File: config.mk
export PLATFORM = sky130hd
export DESIGN_NAME = ofdm_bit_deinterleaver_flat
export DESIGN_NICKNAME = d
export VERILOG_FILES = /design/src/rtl/obd_pkg.sv /design/src/rtl/obd_in_if.sv /design/src/rtl/obd_out_if.sv /design/src/rtl/obd_symbol_ram.sv /design/src/rtl/obd_index_unit.sv /design/src/rtl/ofdm_bit_deinterleaver.sv /design/src/flat_wrapper.sv
export SDC_FILE = /design/constraint.sdc
export NUM_CORES = 1
export LEC_CHECK = 0
export BUFFER_PORTS_ARGS = -buffer_cell sky130_fd_sc_hd__buf_2
export CAP_MARGIN = 20
export CELL_PAD_IN_SITES_DETAIL_PLACEMENT = 1
export CELL_PAD_IN_SITES_GLOBAL_PLACEMENT = 1
export CORE_MARGIN = 1
export CORE_UTILIZATION = 47
export CTS_CLUSTER_DIAMETER = 50
export CTS_CLUSTER_SIZE = 12
export DETAILED_ROUTE_END_ITERATION = 6
export PLACE_DENSITY_LB_ADDON = 0.1
export SLEW_MARGIN = 25
export SYNTH_ARGS = -nofsm -noshare
export SYNTH_HDL_FRONTEND = slang
export SYNTH_SLANG_ARGS = --single-unit
File: constraint.sdc
create_clock -name clk -period 5.31 [get_ports clk]
set_input_delay 1.062 -clock clk [delete_from_list [all_inputs] [get_ports clk]]
set_output_delay 1.062 -clock clk [all_outputs]
set_load 0.005 [all_outputs]
File: src/rtl/obd_pkg.sv
// Shared types, rate-code constants and rate decode for the OFDM bit deinterleaver.
package obd_pkg;

    localparam int CBPS_W = 9;

    localparam logic [3:0] RATE_BPSK_A  = 4'd13;
    localparam logic [3:0] RATE_BPSK_B  = 4'd15;
    localparam logic [3:0] RATE_QPSK_A  = 4'd5;
    localparam logic [3:0] RATE_QPSK_B  = 4'd7;
    localparam logic [3:0] RATE_QAM16_A = 4'd9;
    localparam logic [3:0] RATE_QAM16_B = 4'd11;
    localparam logic [3:0] RATE_QAM64_A = 4'd1;
    localparam logic [3:0] RATE_QAM64_B = 4'd3;

    localparam logic [CBPS_W-1:0] NCBPS_BPSK  = 9'd48;
    localparam logic [CBPS_W-1:0] NCBPS_QPSK  = 9'd96;
    localparam logic [CBPS_W-1:0] NCBPS_QAM16 = 9'd192;
    localparam logic [CBPS_W-1:0] NCBPS_QAM64 = 9'd288;

    localparam logic [3:0] BYTE_BITS = 4'd8;

    typedef struct packed {
        logic [3:0] rate_code;
        logic [7:0] coded_byte;
        logic [3:0] valid_bits;
        logic       packet_end;
    } in_item_t;

    typedef struct packed {
        logic [7:0] plain_byte;
        logic [3:0] plain_bits;
        logic       run_last;
        logic       packet_done;
    } out_item_t;

    // s = max(NBPSC/2, 1)
    typedef struct packed {
        logic [1:0]        s;
        logic [CBPS_W-1:0] ncbps;
    } rate_cfg_t;

    typedef struct packed {
        logic clear;
        logic step;
    } idx_ctrl_t;

    function automatic rate_cfg_t rate_decode(input logic [3:0] code);
        rate_cfg_t cfg;
        unique case (code)
            RATE_BPSK_A, RATE_BPSK_B:
            begin
                cfg.s = 2'd1;
                cfg.ncbps = NCBPS_BPSK;
            end
            RATE_QAM16_A, RATE_QAM16_B:
            begin
                cfg.s = 2'd2;
                cfg.ncbps = NCBPS_QAM16;
            end
            RATE_QAM64_A, RATE_QAM64_B:
            begin
                cfg.s = 2'd3;
                cfg.ncbps = NCBPS_QAM64;
            end
            default:
            begin
                cfg.s = 2'd1;
                cfg.ncbps = NCBPS_QPSK;
            end
        endcase
        return cfg;
    endfunction

endpackage

File: src/rtl/obd_in_if.sv
// Input channel: interleaved coded bytes with rate code and packet marks.
interface obd_in_if;
    logic               valid;
    logic               ready;
    obd_pkg::in_item_t  item;

    modport source (output valid, output item, input ready);
    modport sink (input valid, input item, output ready);
endinterface

File: src/rtl/obd_out_if.sv
// Output channel: deinterleaved bytes with symbol and packet end marks.
interface obd_out_if;
    logic               valid;
    logic               ready;
    obd_pkg::out_item_t item;

    modport source (output valid, output item, input ready);
    modport sink (input valid, input item, output ready);
endinterface

File: src/rtl/obd_symbol_ram.sv
// Single-bit symbol store, one write port and one registered read port.
module obd_symbol_ram #(
    parameter int DEPTH = 288
) (
    input  logic                     clk,
    input  logic                     wr_en,
    input  logic [$clog2(DEPTH)-1:0] wr_addr,
    input  logic                     wr_data,
    input  logic                     rd_en,
    input  logic [$clog2(DEPTH)-1:0] rd_addr,
    output logic                     rd_data
);

    logic mem [DEPTH];

    always_ff @(posedge clk)
    begin
        if (wr_en)
        begin
            mem[wr_addr] <= wr_data;
        end
        if (rd_en)
        begin
            rd_data <= mem[rd_addr];
        end
    end

endmodule

File: src/rtl/obd_index_unit.sv
// Source index generator: steps output position k and forms j(k) with one add/subtract.
module obd_index_unit #(
    parameter int MAX_SYMBOL_BITS = 288
) (
    input  logic                               clk,
    input  logic                               rst_n,
    input  obd_pkg::idx_ctrl_t                 ctrl,
    input  logic [$clog2(MAX_SYMBOL_BITS+1)-1:0] ncbps,
    input  logic [1:0]                         s,
    output logic [$clog2(MAX_SYMBOL_BITS)-1:0] src_idx
);

    localparam int AW = $clog2(MAX_SYMBOL_BITS);
    localparam int CW = $clog2(MAX_SYMBOL_BITS + 1);
    localparam int RW = $clog2(MAX_SYMBOL_BITS / 16);

    // i = (n/16)*col + row; i mod s == row mod s since (n/16) mod s == 0
    logic [AW-1:0] i_reg, i_next;
    logic [3:0]    col_reg, col_next;
    logic [RW-1:0] row_reg, row_next;
    logic [1:0]    rm_reg, rm_next;
    logic [1:0]    cm_reg, cm_next;
    logic [CW-5:0] m;
    logic [1:0]    d;
    logic [1:0]    rm_inc;
    logic [1:0]    cm_inc;

    assign m      = ncbps[CW-1:4];
    assign rm_inc = (2'(rm_reg + 2'd1) == s) ? 2'd0 : 2'(rm_reg + 2'd1);
    assign cm_inc = (2'(cm_reg + 2'd1) == s) ? 2'd0 : 2'(cm_reg + 2'd1);
    assign d      = (rm_reg >= cm_reg) ? 2'(rm_reg - cm_reg) : 2'(rm_reg + s - cm_reg);
    assign src_idx = AW'(i_reg - AW'(rm_reg) + AW'(d));

    always_comb
    begin
        i_next   = i_reg;
        col_next = col_reg;
        row_next = row_reg;
        rm_next  = rm_reg;
        cm_next  = cm_reg;
        priority if (ctrl.clear)
        begin
            i_next   = '0;
            col_next = '0;
            row_next = '0;
            rm_next  = '0;
            cm_next  = '0;
        end
        else if (ctrl.step)
        begin
            if (col_reg == 4'd15)
            begin
                col_next = '0;
                row_next = RW'(row_reg + 1'b1);
                rm_next  = rm_inc;
                cm_next  = '0;
                i_next   = AW'(row_reg + 1'b1);
            end
            else
            begin
                col_next = 4'(col_reg + 4'd1);
                cm_next  = cm_inc;
                i_next   = AW'(i_reg + AW'(m));
            end
        end
    end

    always_ff @(posedge clk or negedge rst_n)
    begin
        if (!rst_n)
        begin
            i_reg   <= '0;
            col_reg <= '0;
            row_reg <= '0;
            rm_reg  <= '0;
            cm_reg  <= '0;
        end
        else
        begin
            i_reg   <= i_next;
            col_reg <= col_next;
            row_reg <= row_next;
            rm_reg  <= rm_next;
            cm_reg  <= cm_next;
        end
    end

endmodule

File: src/rtl/ofdm_bit_deinterleaver.sv
// Top level: OFDM bit deinterleaver with bit store, index unit and sequencer.
//
//  channel  dir  modport  transaction
//  coded    in   sink     one coded byte, rate code, valid bit count, packet end
//  plain    out  source   one deinterleaved byte, bit count, symbol/packet end
//
//  A transaction on coded writes its valid bits into the store in WRITE, one by one.
//  Emitting a symbol steps ADDR and DATA for each bit and OUT for each output byte;
//  the single-bit store is read once per bit through the index unit.
//  coded is not ready while a transaction is in work; plain stalls hold the
//  sequencer. Reset is asynchronous; the store needs no clearing.
module ofdm_bit_deinterleaver #(
    parameter int MAX_SYMBOL_BITS = 288
) (
    input  logic       clk,
    input  logic       rst_n,
    obd_in_if.sink     coded,
    obd_out_if.source  plain
);

    localparam int AW = $clog2(MAX_SYMBOL_BITS);
    localparam int CW = $clog2(MAX_SYMBOL_BITS + 1);

    typedef enum logic [2:0] {
        ST_IDLE,
        ST_WRITE,
        ST_ADDR,
        ST_DATA,
        ST_OUT
    } state_t;

    state_t             state_reg, state_next;
    logic [7:0]         byte_reg, byte_next;
    logic [3:0]         vb_reg, vb_next;
    logic               end_reg, end_next;
    logic [CW-1:0]      fill_reg, fill_next;
    logic [3:0]         held_rate_reg, held_rate_next;
    logic [CW-1:0]      nbits_reg, nbits_next;
    logic               last_reg, last_next;
    logic [CW-1:0]      k_reg, k_next;
    logic [7:0]         acc_reg, acc_next;
    logic [3:0]         cnt_reg, cnt_next;
    logic               jvalid_reg, jvalid_next;
    logic               out_valid_reg, out_valid_next;
    obd_pkg::out_item_t out_item_reg, out_item_next;

    obd_pkg::rate_cfg_t rcfg;
    obd_pkg::idx_ctrl_t idx_ctrl;
    logic [CW-1:0]      ncbps;
    logic [AW-1:0]      src_idx;
    logic [3:0]         vb_clamp;
    logic [CW-1:0]      fill_inc;
    logic [CW-1:0]      k_inc;
    logic [3:0]         cnt_inc;
    logic [7:0]         acc_new;
    logic               ram_we;
    logic               ram_re;
    logic               ram_rd;
    logic               bit_val;

    assign rcfg     = obd_pkg::rate_decode(held_rate_reg);
    assign ncbps    = CW'(rcfg.ncbps);
    assign vb_clamp = (coded.item.valid_bits > obd_pkg::BYTE_BITS) ? obd_pkg::BYTE_BITS
                                                                   : coded.item.valid_bits;
    assign fill_inc = CW'(fill_reg + 1'b1);
    assign k_inc    = CW'(k_reg + 1'b1);
    assign cnt_inc  = 4'(cnt_reg + 4'd1);
    assign bit_val  = ram_rd & jvalid_reg;
    assign acc_new  = acc_reg | (8'(bit_val) << cnt_reg[2:0]);

    assign coded.ready = (state_reg == ST_IDLE);
    assign plain.valid = out_valid_reg;
    assign plain.item  = out_item_reg;

    obd_symbol_ram #(
        .DEPTH (MAX_SYMBOL_BITS)
    ) u_ram (
        .clk     (clk),
        .wr_en   (ram_we),
        .wr_addr (fill_reg[AW-1:0]),
        .wr_data (byte_reg[0]),
        .rd_en   (ram_re),
        .rd_addr (src_idx),
        .rd_data (ram_rd)
    );

    obd_index_unit #(
        .MAX_SYMBOL_BITS (MAX_SYMBOL_BITS)
    ) u_idx (
        .clk     (clk),
        .rst_n   (rst_n),
        .ctrl    (idx_ctrl),
        .ncbps   (ncbps),
        .s       (rcfg.s),
        .src_idx (src_idx)
    );

    always_comb
    begin
        state_next     = state_reg;
        byte_next      = byte_reg;
        vb_next        = vb_reg;
        end_next       = end_reg;
        fill_next      = fill_reg;
        held_rate_next = held_rate_reg;
        nbits_next     = nbits_reg;
        last_next      = last_reg;
        k_next         = k_reg;
        acc_next       = acc_reg;
        cnt_next       = cnt_reg;
        jvalid_next    = jvalid_reg;
        out_valid_next = out_valid_reg;
        out_item_next  = out_item_reg;
        idx_ctrl       = '0;
        ram_we         = 1'b0;
        ram_re         = 1'b0;

        unique case (state_reg)
            ST_IDLE:
            begin
                if (coded.valid)
                begin
                    byte_next = coded.item.coded_byte;
                    vb_next   = vb_clamp;
                    end_next  = coded.item.packet_end;
                    if (fill_reg == '0 && vb_clamp != '0)
                    begin
                        held_rate_next = coded.item.rate_code;
                    end
                    state_next = ST_WRITE;
                end
            end
            ST_WRITE:
            begin
                if (vb_reg != '0)
                begin
                    ram_we    = 1'b1;
                    byte_next = byte_reg >> 1;
                    vb_next   = 4'(vb_reg - 4'd1);
                    fill_next = fill_inc;
                    if (fill_inc >= ncbps)
                    begin
                        nbits_next    = ncbps;
                        last_next     = end_reg;
                        fill_next     = '0;
                        idx_ctrl.clear = 1'b1;
                        k_next        = '0;
                        acc_next      = '0;
                        cnt_next      = '0;
                        state_next    = ST_ADDR;
                    end
                end
                else if (end_reg && fill_reg != '0)
                begin
                    nbits_next     = fill_reg;
                    last_next      = 1'b1;
                    fill_next      = '0;
                    idx_ctrl.clear = 1'b1;
                    k_next         = '0;
                    acc_next       = '0;
                    cnt_next       = '0;
                    state_next     = ST_ADDR;
                end
                else
                begin
                    state_next = ST_IDLE;
                end
            end
            ST_ADDR:
            begin
                ram_re      = 1'b1;
                jvalid_next = (CW'(src_idx) < nbits_reg);
                state_next  = ST_DATA;
            end
            ST_DATA:
            begin
                idx_ctrl.step = 1'b1;
                k_next        = k_inc;
                acc_next      = acc_new;
                cnt_next      = cnt_inc;
                if (cnt_inc == obd_pkg::BYTE_BITS || k_inc == nbits_reg)
                begin
                    out_item_next.plain_byte  = acc_new;
                    out_item_next.plain_bits  = cnt_inc;
                    out_item_next.run_last    = (k_inc == nbits_reg);
                    out_item_next.packet_done = (k_inc == nbits_reg) && last_reg;
                    out_valid_next            = 1'b1;
                    state_next                = ST_OUT;
                end
                else
                begin
                    state_next = ST_ADDR;
                end
            end
            ST_OUT:
            begin
                if (plain.ready)
                begin
                    out_valid_next = 1'b0;
                    if (out_item_reg.run_last)
                    begin
                        state_next = ST_IDLE;
                    end
                    else
                    begin
                        acc_next   = '0;
                        cnt_next   = '0;
                        state_next = ST_ADDR;
                    end
                end
            end
            default:
            begin
                state_next = ST_IDLE;
            end
        endcase
    end

    always_ff @(posedge clk or negedge rst_n)
    begin
        if (!rst_n)
        begin
            state_reg     <= ST_IDLE;
            byte_reg      <= '0;
            vb_reg        <= '0;
            end_reg       <= 1'b0;
            fill_reg      <= '0;
            held_rate_reg <= '0;
            nbits_reg     <= '0;
            last_reg      <= 1'b0;
            k_reg         <= '0;
            acc_reg       <= '0;
            cnt_reg       <= '0;
            jvalid_reg    <= 1'b0;
            out_valid_reg <= 1'b0;
            out_item_reg  <= '0;
        end
        else
        begin
            state_reg     <= state_next;
            byte_reg      <= byte_next;
            vb_reg        <= vb_next;
            end_reg       <= end_next;
            fill_reg      <= fill_next;
            held_rate_reg <= held_rate_next;
            nbits_reg     <= nbits_next;
            last_reg      <= last_next;
            k_reg         <= k_next;
            acc_reg       <= acc_next;
            cnt_reg       <= cnt_next;
            jvalid_reg    <= jvalid_next;
            out_valid_reg <= out_valid_next;
            out_item_reg  <= out_item_next;
        end
    end

endmodule

File: src/flat_wrapper.sv
// flat-port wrapper written by rule: the top's interface ports become plain ports
module ofdm_bit_deinterleaver_flat 
#(
    parameter int MAX_SYMBOL_BITS = 288
)
  (clk, rst_n, coded_valid, coded_item, coded_ready, plain_valid, plain_item, plain_ready);
  obd_in_if coded_i ();
  obd_out_if plain_i ();
  input  logic clk;
  input  logic rst_n;
  input wire logic [$bits(coded_i.valid)-1:0] coded_valid;
  input wire logic [$bits(coded_i.item)-1:0] coded_item;
  output wire logic [$bits(coded_i.ready)-1:0] coded_ready;
  output wire logic [$bits(plain_i.valid)-1:0] plain_valid;
  output wire logic [$bits(plain_i.item)-1:0] plain_item;
  input wire logic [$bits(plain_i.ready)-1:0] plain_ready;
  assign coded_i.valid = coded_valid;
  assign coded_i.item = coded_item;
  assign coded_ready = coded_i.ready;
  assign plain_valid = plain_i.valid;
  assign plain_item = plain_i.item;
  assign plain_i.ready = plain_ready;
  ofdm_bit_deinterleaver #(.MAX_SYMBOL_BITS(MAX_SYMBOL_BITS)) u_core (.clk(clk), .rst_n(rst_n), .coded(coded_i), .plain(plain_i));
endmodule
# Word level (Yosys, flattened, before mapping)
# Memory sizes are Yosys's and may differ from the RTL's. A register that Yosys moved wholly into a read port is not among the register bits.
# Index checks and enable logic that the tools add are counted.
dict set report word_totals {
  reg_bits 98
  ram_bits 288
  in_bits 21
  output_inout_bits 16
  word_cells 169
  memories 1
}
# memory words width read_ports rd_clocked_by_memory_dff wr line_no
set mem_list {}
lappend mem_list {u_core.u_ram.mem 288 1 1 1 1 obd_symbol_ram.sv:14} ;# logic mem [DEPTH];
dict set report classes {
  n_addsub 15
  magnitude_cmp 4
  eq_ne 23
  n_shift 1
  muxes 71
  n_bitwise 2
  n_reduce_logical 30
}
# operator n
set op_table {}
lappend op_table {{9-bit 2-to-1 mux} 11}
lappend op_table {{8-bit 2-to-1 mux} 7}
lappend op_table {{4-bit 2-to-1 mux} 11}
lappend op_table {{11-bit one-hot mux with 3 select lines} 1}
lappend op_table {{4-bit equality test (second input constant)} 6}
lappend op_table {{8-bit one-hot mux with 3 select lines} 1}
lappend op_table {{2-bit 2-to-1 mux} 11}
lappend op_table {{9-bit by 1-bit adder with 9-bit output (second input constant)} 2}
lappend op_table {{9-bit one-hot mux with 2 select lines} 1}
lappend op_table {{3-bit AND reduction} 6}
lappend op_table {{8-bit one-hot mux with 2 select lines} 1}
lappend op_table {{1-bit 2-to-1 mux} 15}
lappend op_table {{3-bit 2-to-1 mux} 5}
lappend op_table {{5-bit 2-to-1 mux} 3}
lappend op_table {{3-bit one-hot mux with 5 select lines} 1}
lappend op_table {{4-bit one-hot mux with 3 select lines} 1}
lappend op_table {{2-bit nonzero test} 6}
lappend op_table {{9-bit by 2-bit adder with 9-bit output} 1}
lappend op_table {{9-bit by 5-bit adder with 9-bit output} 1}
lappend op_table {{9-bit equality test} 1}
lappend op_table {{9-bit greater-or-equal comparator} 1}
lappend op_table {{9-bit zero test} 1}
lappend op_table {{9-bit < comparator} 1}
lappend op_table {{9-bit nonzero test} 1}
lappend op_table {{other kinds (33)} 50}

# Depth between registers and ports, before layout
# Gate-level depths: netlist of run 1.
dict set report logic_depth {
  word_depth 9
  depth_mapped 27
  mapped_depth_nobuf 26
}

# By module
# Synthesis of run 1 repeated with hierarchy kept, for this count alone.
dict set report unflattened {
  hier_cells 1665
  hier_area_um2 19454.9
}
# module instances cells_per_inst area_each_um2 seq_area_each_um2
set modules_own_cells {}
lappend modules_own_cells {obd_symbol_ram 1 895 12685.9 8678.3}
lappend modules_own_cells {ofdm_bit_deinterleaver 1 556 4855.9 1876.8}
lappend modules_own_cells {obd_index_unit 1 214 1913.1 550.5}

# Least setup slack after synthesis of run 1
# Ideal clock, no wire load.
dict set report synth_timing {
  path_type {reg-to-reg}
  startpoint {register u_core.held_rate_reg[2]}
  endpoint {register u_core.u_ram.rd_data, read port of u_core.u_ram.mem (data pin)}
  setup_ns 0.255
  arrival_time_ns 5.051
  t_required_ns 5.055
  path_slack_ns 0.004
  stages_incl_launch_ff 24
  path_buffers 3
  period_less_slack_ns 5.306
  cell_sequence {dfrtp_1 nor2b_1 nand2_1 inv_1 ha_1 inv_1 ha_1 xnor2_1 xnor2_1 nand3b_1 o21ai_0 a22oi_1 fa_1 inv_1 fa_1 buf_4 inv_2 buf_6 buf_2 mux4_2 mux4_2 o31ai_1 o311ai_1 a31o_1}
}
dict set report synth_between {
  elab_chain_cells 7
  elab_cells_between_ends 14
  cone_classes {3 x add/sub; 6 x eq/ne; 2 x mux; 3 x reduce/logical}
}
# element line_no
set synth_lines {}
lappend synth_lines {{start, declared} ofdm_bit_deinterleaver.sv:37} ;# logic [3:0] held_rate_reg, held_rate_next;
lappend synth_lines {{start signal, assigned} ofdm_bit_deinterleaver.sv:245} ;# held_rate_reg <= held_rate_next;
lappend synth_lines {{4-bit by 1-bit equality test with 1-bit output, or another cell as far along} obd_pkg.sv:49} ;# unique case (code)
lappend synth_lines {{2-bit OR reduction} obd_pkg.sv:49}
lappend synth_lines {{11-bit one-hot mux with 3 select lines *} obd_pkg.sv:49}
lappend synth_lines {{2-bit adder *} obd_index_unit.sv:31} ;# assign d = (rm_reg >= cm_reg) ? 2'(rm_reg - cm_reg) : 2'(rm_reg + s - cm_reg);
lappend synth_lines {{2-bit subtractor *} obd_index_unit.sv:31}
lappend synth_lines {{2-bit 2-to-1 mux *} obd_index_unit.sv:31}
lappend synth_lines {{9-bit by 2-bit adder with 9-bit output *} obd_index_unit.sv:32} ;# assign src_idx = AW'(i_reg - AW'(rm_reg) + AW'(d));
lappend synth_lines {{end, declared} obd_symbol_ram.sv:11} ;# output logic rd_data
# Mark *: on every way between the ends. The rest lies on a longest branch, timed or not.
# A chain may end at the register's enable or synchronous reset.

# Final worst setup path of run 1
dict set report layout_timing {
  startpoint {register u_core.held_rate_reg[0]}
  endpoint {register u_core.u_ram.rd_data, read port of u_core.u_ram.mem (data pin)}
}
# The elaborated chain is that of the path after synthesis.

==> impl_metrics.py, run 1 <==
metrics = {
    "final_layout": {
        "syn2layout_area_growth_pct": 14.9,
        "regMostFlops": "u_core.u_ram.mem",
        "largest_reg_flops": 288,
        "drive_above_1_share_pct": 17.2,
        "fin_nets": 1708,
        "design_area_sq_mm": 0.0212,
        "diodes": 0,
    },
    "clocking": {
        "cts_max_path_buffers": 3,
        "insertion_delay_ns": 0.59,
        "numCtsBuffers": 45,
        "cts_root_buf": "clkbuf_16",
        "clock-sinks": 386,
        "postCtsHoldBufs": 0,
        "clk_pin_slew_ns": 0.06,
        "h-tree-depth": 2,
        "cts_tree": "done",
    },
    "drt": {
        "drc_errors": 0,
        "drt-initial-drc-count": 1048,
        "vias": 12700,
        "drt_first_pass_iters": 5,
        "final_antenna_net_count": 0,
        "wire_per_inst_um": 23.2,
        "wl_mm": 50.6,
        "routed_via_density": 5.80,
    },
    "status": {
        "outcome": "finished, final reports clean",
    },
    "grt": {
        "grt_usage_pct": 25.7,
        "overflow": 0,
        "antenna_found_initial": 0,
        "grt_pass1_vias": 13300,
        "grt_pass1_wl_mm": 78.4,
        "grt_start_max_net_pins": 112,
    },
    "worst_setup_path": {
        "critPathMaxStageDelay_ns": 0.62,
        "cp-end-kind": "register",
        "slowest_stage": "fa_2",
        "setup.worst_path.start_class": "register",
        "worst-path-buf-inv": 7,
        "cp.arrival_ns": 5.60,
        "cp_data_required_time_ns": 5.61,
        "critPathKind": "register to register",
        "crit_fanout": 7,
        "path_delay_family": "adder cells",
        "cpMostUsedCell": "inv_2",
    },
    "yosys": {
        "synth_flop_cell": "edfxtp_1",
        "syn_area_per_cell_sq_um": 11.8,
        "ys_async_sr_fraction_pct": 25.1,
        "synth_cell_types": 67,
        "synth.most_common_cell": "nor2_1",
        "syn_inst": 1566,
        "yosys.area.top_type": "edfxtp_1",
        "synth-seq-cells": 386,
        "synth_edf_count": 289,
        "ys_seq_area_share_pct": 60.2,
        "syn_nets": 1636,
        "synth_fa_ha_area_share_pct": 3.48,
        "synth.mux.area_fraction_pct": 9.20,
        "synthXorXnorAreaFrac_pct": 2.22,
        "synth-compound-area-share_pct": 7.41,
        "syn_area_sq_mm": 0.0185,
        "netlist.area_leader.share_pct": 47.0,
        "synth_simple_gate_area_share_pct": 14.3,
        "synthTopCellsByCount": "nor2_1, edfxtp_1, nand2_1",
        "yosys-top-cells-area": "edfxtp_1, dfrtp_1, nor2_1",
        "synth_top_family_by_area": "simple AND/OR/NAND/NOR gates",
        "synth_warnings": 0,
    },
    "floorplanning": {
        "dieArea_sq_mm": 0.0401,
        "core-area_sq_mm": 0.0386,
        "initial_core_util_pct": 47.8,
        "die_x_um": 200,
        "num_rows": 72,
        "num_io_pins": 37,
        "die_h_um": 200,
    },
    "timing": {
        "min_period_ns": 5.30,
        "period_share_pct": 99.8,
        "fin_tns_setup_ns": 0,
        "slew_headroom_pct": 30.1,
        "finalMaxSlewViolations": 0,
        "worst_slew_pin_slew_ns": 1.05,
        "setup_violations": 0,
        "clock-skew-final_ns": 0.0256,
        "hold_viol": 0,
        "fmax_ghz": 0.189,
        "rsz0062_at_grt": "yes",
    },
    "job": {
        "maxCapViolCount": 0,
    },
    "place": {
        "portBuffers": 35,
        "gp_congestion": 0.818,
        "placed_area_sq_mm": 0.0196,
        "dp_hpwl_mm": 31.6,
    },
    "hold_path": {
        "hp-class": "register to register",
    },
}
[layer usage]
| metal | vias up | routed length [um] | GRT usage, % |
|---|---|---|---|
| li1 | 5750 | - | - |
| met4 | 0 | 1420 | 9.04 |
| met5 | - | 0 | 0 |
| met3 | 83 | 2370 | 3.58 |
| met2 | 311 | 24800 | 42.2 |
| met1 | 6514 | 22100 | 35.1 |
[cell usage in the layout, fill, tap and decap left out, types with 23 or more instances in the layout]
cell type  instances
mux4_2            59
o21ai_0           68
xnor2_1           23
buf_2             34
buf_4             72
inv_1             42
a21oi_1           42
edfxtp_1         289
nand2_1          138
nor2_1           356
mux2i_1           27
ha_1              42
nand3_1           40
dfrtp_1           96
clkbuf_16         45
[timing repair]
action / 4_1_cts / 5_1_grt
pin swaps: 9 / 18
resized for setup: 22 / 34
setup endpoints to repair: 1 / 2
buffers inserted: 2 / 7
cloned: 1 / 0
[worst reg2reg max path, delay by kind of cell (launching register included)]
kind,cells,cell delay (ns)
adder cells (fa/ha/maj),4,1.58
AND/OR/NAND/NOR,6,0.92
AO/OA/AOI/OAI,5,0.82
buffers and inverters,7,0.66
flip-flops,1,0.38
XOR/XNOR,2,0.37
multiplexers,1,0.29
[final cells by class]
| cell class | instances | area, sq um |
|---|---|---|
| Clock buffer | 53 | 1190 |
| Fill cell | 3958 | 17400 |
| Tap cell | 518 | 648 |
| Inverter | 49 | 191 |
| Timing Repair Buffer | 119 | 938 |
| Multi-Input combinational cell | 1037 | 6940 |
| Sequential cell | 386 | 11100 |
| Clock inverter | 20 | 193 |
[final timing paths]
check                                        startpoint                    end  slack (ns)  cells after the start
max in group asynchronous                         rst_n   u_core.plain.item[2]        3.72                      2
worst max-delay path            u_core.held_rate_reg[0]   u_core.u_ram.rd_data        0.01                     25
worst max register to register  u_core.held_rate_reg[0]   u_core.u_ram.rd_data        0.01                     25
worst min-delay path                 u_core.byte_reg[1]     u_core.byte_reg[1]        0.49                      2
worst min register to register       u_core.byte_reg[1]     u_core.byte_reg[1]        0.49                      2
min in group asynchronous                         rst_n  u_core.plain.item[11]        0.57                      1
[metrics by stage]
stage | hold slack (ns) | utilization [%] | setup WS, ns | std cells
6_report | 0.488 | 54.9 | 0.00971 | 2182
3_3_place_gp | 0.461 | 50.6 | -0.00292 | 2100
2_1_floorplan | 0.450 | - | 0.00412 | 1566
4_1_cts | 0.493 | 54.5 | 0.00250 | 2176
3_5_place_dp | 0.480 | 50.6 | -0.0995 | 2100
5_1_grt | 0.504 | 54.9 | -0.150 | 2182
[cells by family after synthesis]
logic type,count (synthesis)
multiplexers,95
XOR/XNOR,46
flip-flops,386
AO/OA/AOI/OAI,217
buffers and inverters,143
adder cells (fa/ha/maj),49
AND/OR/NAND/NOR,630
Power of run 1 is not shown: default switching activity piles up to over one toggle a cycle in this logic, so the estimate is an artifact.
==> run 2, diff against run 1 <==
--- a/config.mk
+++ b/config.mk
@@ -18,4 +18,5 @@
 export SLEW_MARGIN = 25
 export SYNTH_ARGS = -nofsm -noshare
 export SYNTH_HDL_FRONTEND = slang
+export SYNTH_HIERARCHICAL = 1
 export SYNTH_SLANG_ARGS = --single-unit
==> constraint.sdc (replaced) <==
create_clock -name clk -period 4.6 [get_ports clk]
set_input_delay 0.92 -clock clk [delete_from_list [all_inputs] [get_ports clk]]
set_output_delay 0.92 -clock clk [all_outputs]
set_load 0.005 [all_outputs]
==> impl_metrics.py, run 2 <==
metrics = {
    "status": {
        "outcome": "complete, but fails checks",
        "violations": "negative setup slack",
    },
    "timing": {
        "hold_viol": 0,
        "min_period_ns": 4.77,
        "slew_headroom_pct": 28.5,
        "fin_ws_ns": -0.171,
        "worst_slew_pin_slew_ns": 1.07,
        "finalMaxSlewViolations": 0,
        "rsz0062_at_grt": "yes",
        "clock-skew-final_ns": 0.0298,
        "setup_violations": 1,
        "period_share_pct": 104,
        "fmax_ghz": 0.210,
    },
    "grt": {
        "overflow": 0,
        "grt_pass1_vias": 14300,
        "grt_start_max_net_pins": 112,
        "grt_pass1_wl_mm": 83.4,
        "antenna_found_initial": 0,
        "grt_usage_pct": 26.4,
    },
    "drt": {
        "routed_via_density": 5.92,
        "drt_first_pass_iters": 5,
        "vias": 13600,
        "drt-initial-drc-count": 1108,
        "wire_per_inst_um": 23.5,
        "drc_errors": 0,
        "final_antenna_net_count": 0,
        "wl_mm": 54.1,
    },
    "worst_setup_path": {
        "setup.worst_path.start_class": "register",
        "slowest_stage": "fa_1",
        "critPathKind": "register to register",
        "worst-path-buf-inv": 3,
        "cp_data_required_time_ns": 5.00,
        "critPathMaxStageDelay_ns": 0.50,
        "crit_fanout": 4,
        "cp-end-kind": "register",
        "cp.arrival_ns": 5.17,
        "path_delay_family": "compound AO/OA/AOI/OAI gates",
        "cp_cell_sequence": "ha_4 -> inv_1 -> ha_2 -> xnor2_2 -> xnor2_1 -> xnor2_1 -> mux2i_1 -> fa_1 -> inv_2 -> fa_4 -> a21o_4 -> a2111oi_4 -> xnor2_2 -> buf_4 -> nor2b_4 -> o31ai_1 -> a21oi_1 -> a2111oi_2 -> o211ai_1 -> o21ai_1 -> o41ai_2",
    },
    "clocking": {
        "cts_root_buf": "clkbuf_16",
        "h-tree-depth": 2,
        "numCtsBuffers": 46,
        "clk_pin_slew_ns": 0.06,
        "insertion_delay_ns": 0.59,
        "cts_max_path_buffers": 3,
        "cts_tree": "done",
        "clock-sinks": 386,
    },
    "place": {
        "dp_hpwl_mm": 35.5,
        "placed_cells": 2227,
        "portBuffers": 35,
        "gp_congestion": 0.836,
    },
    "floorplanning": {
        "num_io_pins": 37,
        "die_h_um": 205,
        "core-area_sq_mm": 0.0408,
        "dieArea_sq_mm": 0.0422,
        "num_rows": 74,
        "die_x_um": 205,
        "initial_core_util_pct": 47.6,
    },
    "final_layout": {
        "diodes": 0,
        "largest_reg_flops": 288,
        "drive_above_1_share_pct": 18.5,
        "finalNonFillerCells": 2305,
        "syn2layout_area_growth_pct": 14.0,
        "fin_nets": 1815,
        "final_cell_mix": "nor2_1, edfxtp_1, nand2_1",
        "utilization_pct": 54.3,
        "regMostFlops": "u_core/u_ram/mem",
        "mostFrequentLayoutCell": "nor2_1",
        "fillCellCount": 4212,
    },
    "job": {
        "maxCapViolCount": 0,
    },
    "hold_path": {
        "hp-class": "input port to asynchronous set/reset pin",
    },
    "yosys": {
        "syn_area_sq_mm": 0.0195,
        "syn_inst": 1664,
        "syn_area_per_cell_sq_um": 11.7,
        "syn_nets": 1730,
        "synth_warnings": 6,
    },
}
[run 2: changes by cell type in the layout (fill, tap and decap cells not counted), moves of 11 or more]
| cell | before | now |
|---|---|---|
| nor2_1 | 356 | 369 |
| a32oi_1 | 11 | 0 |
| buf_4 | 72 | 95 |
| a21oi_1 | 42 | 74 |
| nand2_1 | 138 | 113 |
| o22ai_1 | 1 | 13 |
| a21boi_0 | 1 | 19 |
[run 2: area by class of cell]
cell class	count	area (sq um)	area share (%)
clock buffer	49	1160	5.24
clock inverter	23	208	0.936
inverter	49	184	0.829
multi-input combinational	1129	7820	35.2
sequential	386	11100	50.1
tap	532	666	3.00
timing repair buffer	137	1030	4.66
[run 2: what timing repair did]
item	CTS	global route
gates resized for setup	13	9
setup endpoints to repair	1	2
pin swaps	3	5
hold buffers	0	0
setup buffers	3	2
endpoints found under the hold margin	0	0
[run 2: worst reg2reg max path, stage by stage (launching register included)]
cell,delay (ns)
dfrtp_1,0.41
ha_4,0.29
inv_1,0.04
ha_2,0.17
xnor2_2,0.13
xnor2_1,0.16
xnor2_1,0.14
mux2i_1,0.10
fa_1,0.50
inv_2,0.05
fa_4,0.44
a21o_4,0.24
a2111oi_4,0.37
xnor2_2,0.17
buf_4,0.17
nor2b_4,0.15
o31ai_1,0.08
a21oi_1,0.22
a2111oi_2,0.13
o211ai_1,0.16
o21ai_1,0.12
o41ai_2,0.35
[run 2: layer usage]
metal | GRT usage, % | vias up | share of wire (%)
li1 | - | 6224 | -
met1 | 33.5 | 7007 | 42
met2 | 45.7 | 305 | 50
met3 | 3.55 | 100 | 4.3
met4 | 10.5 | 0 | 3.5
met5 | 0 | - | 0
[run 2: path summary, 6_finish.rpt]
check,start,slack (ns),to,cells after the start
min,rst_n,0.38,u_core/plain.item[9],1
max,u_core/u_idx/cm_reg[0],-0.17,u_core/u_ram/rd_data,21
min reg2reg,u_core/byte_reg[5],0.48,u_core/byte_reg[5],2
max reg2reg,u_core/u_idx/cm_reg[0],-0.17,u_core/u_ram/rd_data,21
max in group asynchronous,rst_n,3.38,u_core/k_reg[8],2
min in group clk,u_core/byte_reg[5],0.48,u_core/byte_reg[5],2
[run 2: through the flow]
step                      cell area [sq um]  setup TNS [ns]  hold slack, ns  setup slack (ns)
after global placement                20600          -0.339           0.462            -0.339
final                                 22200          -0.171           0.376            -0.171
after floorplan                       19500               0           0.450          0.000806
after global routing                  22200          -0.335           0.421            -0.335
after detailed placement              20600          -0.424           0.475            -0.424
after CTS                             22100          -0.221           0.489            -0.221
Power of run 2 is left out for the same reason.
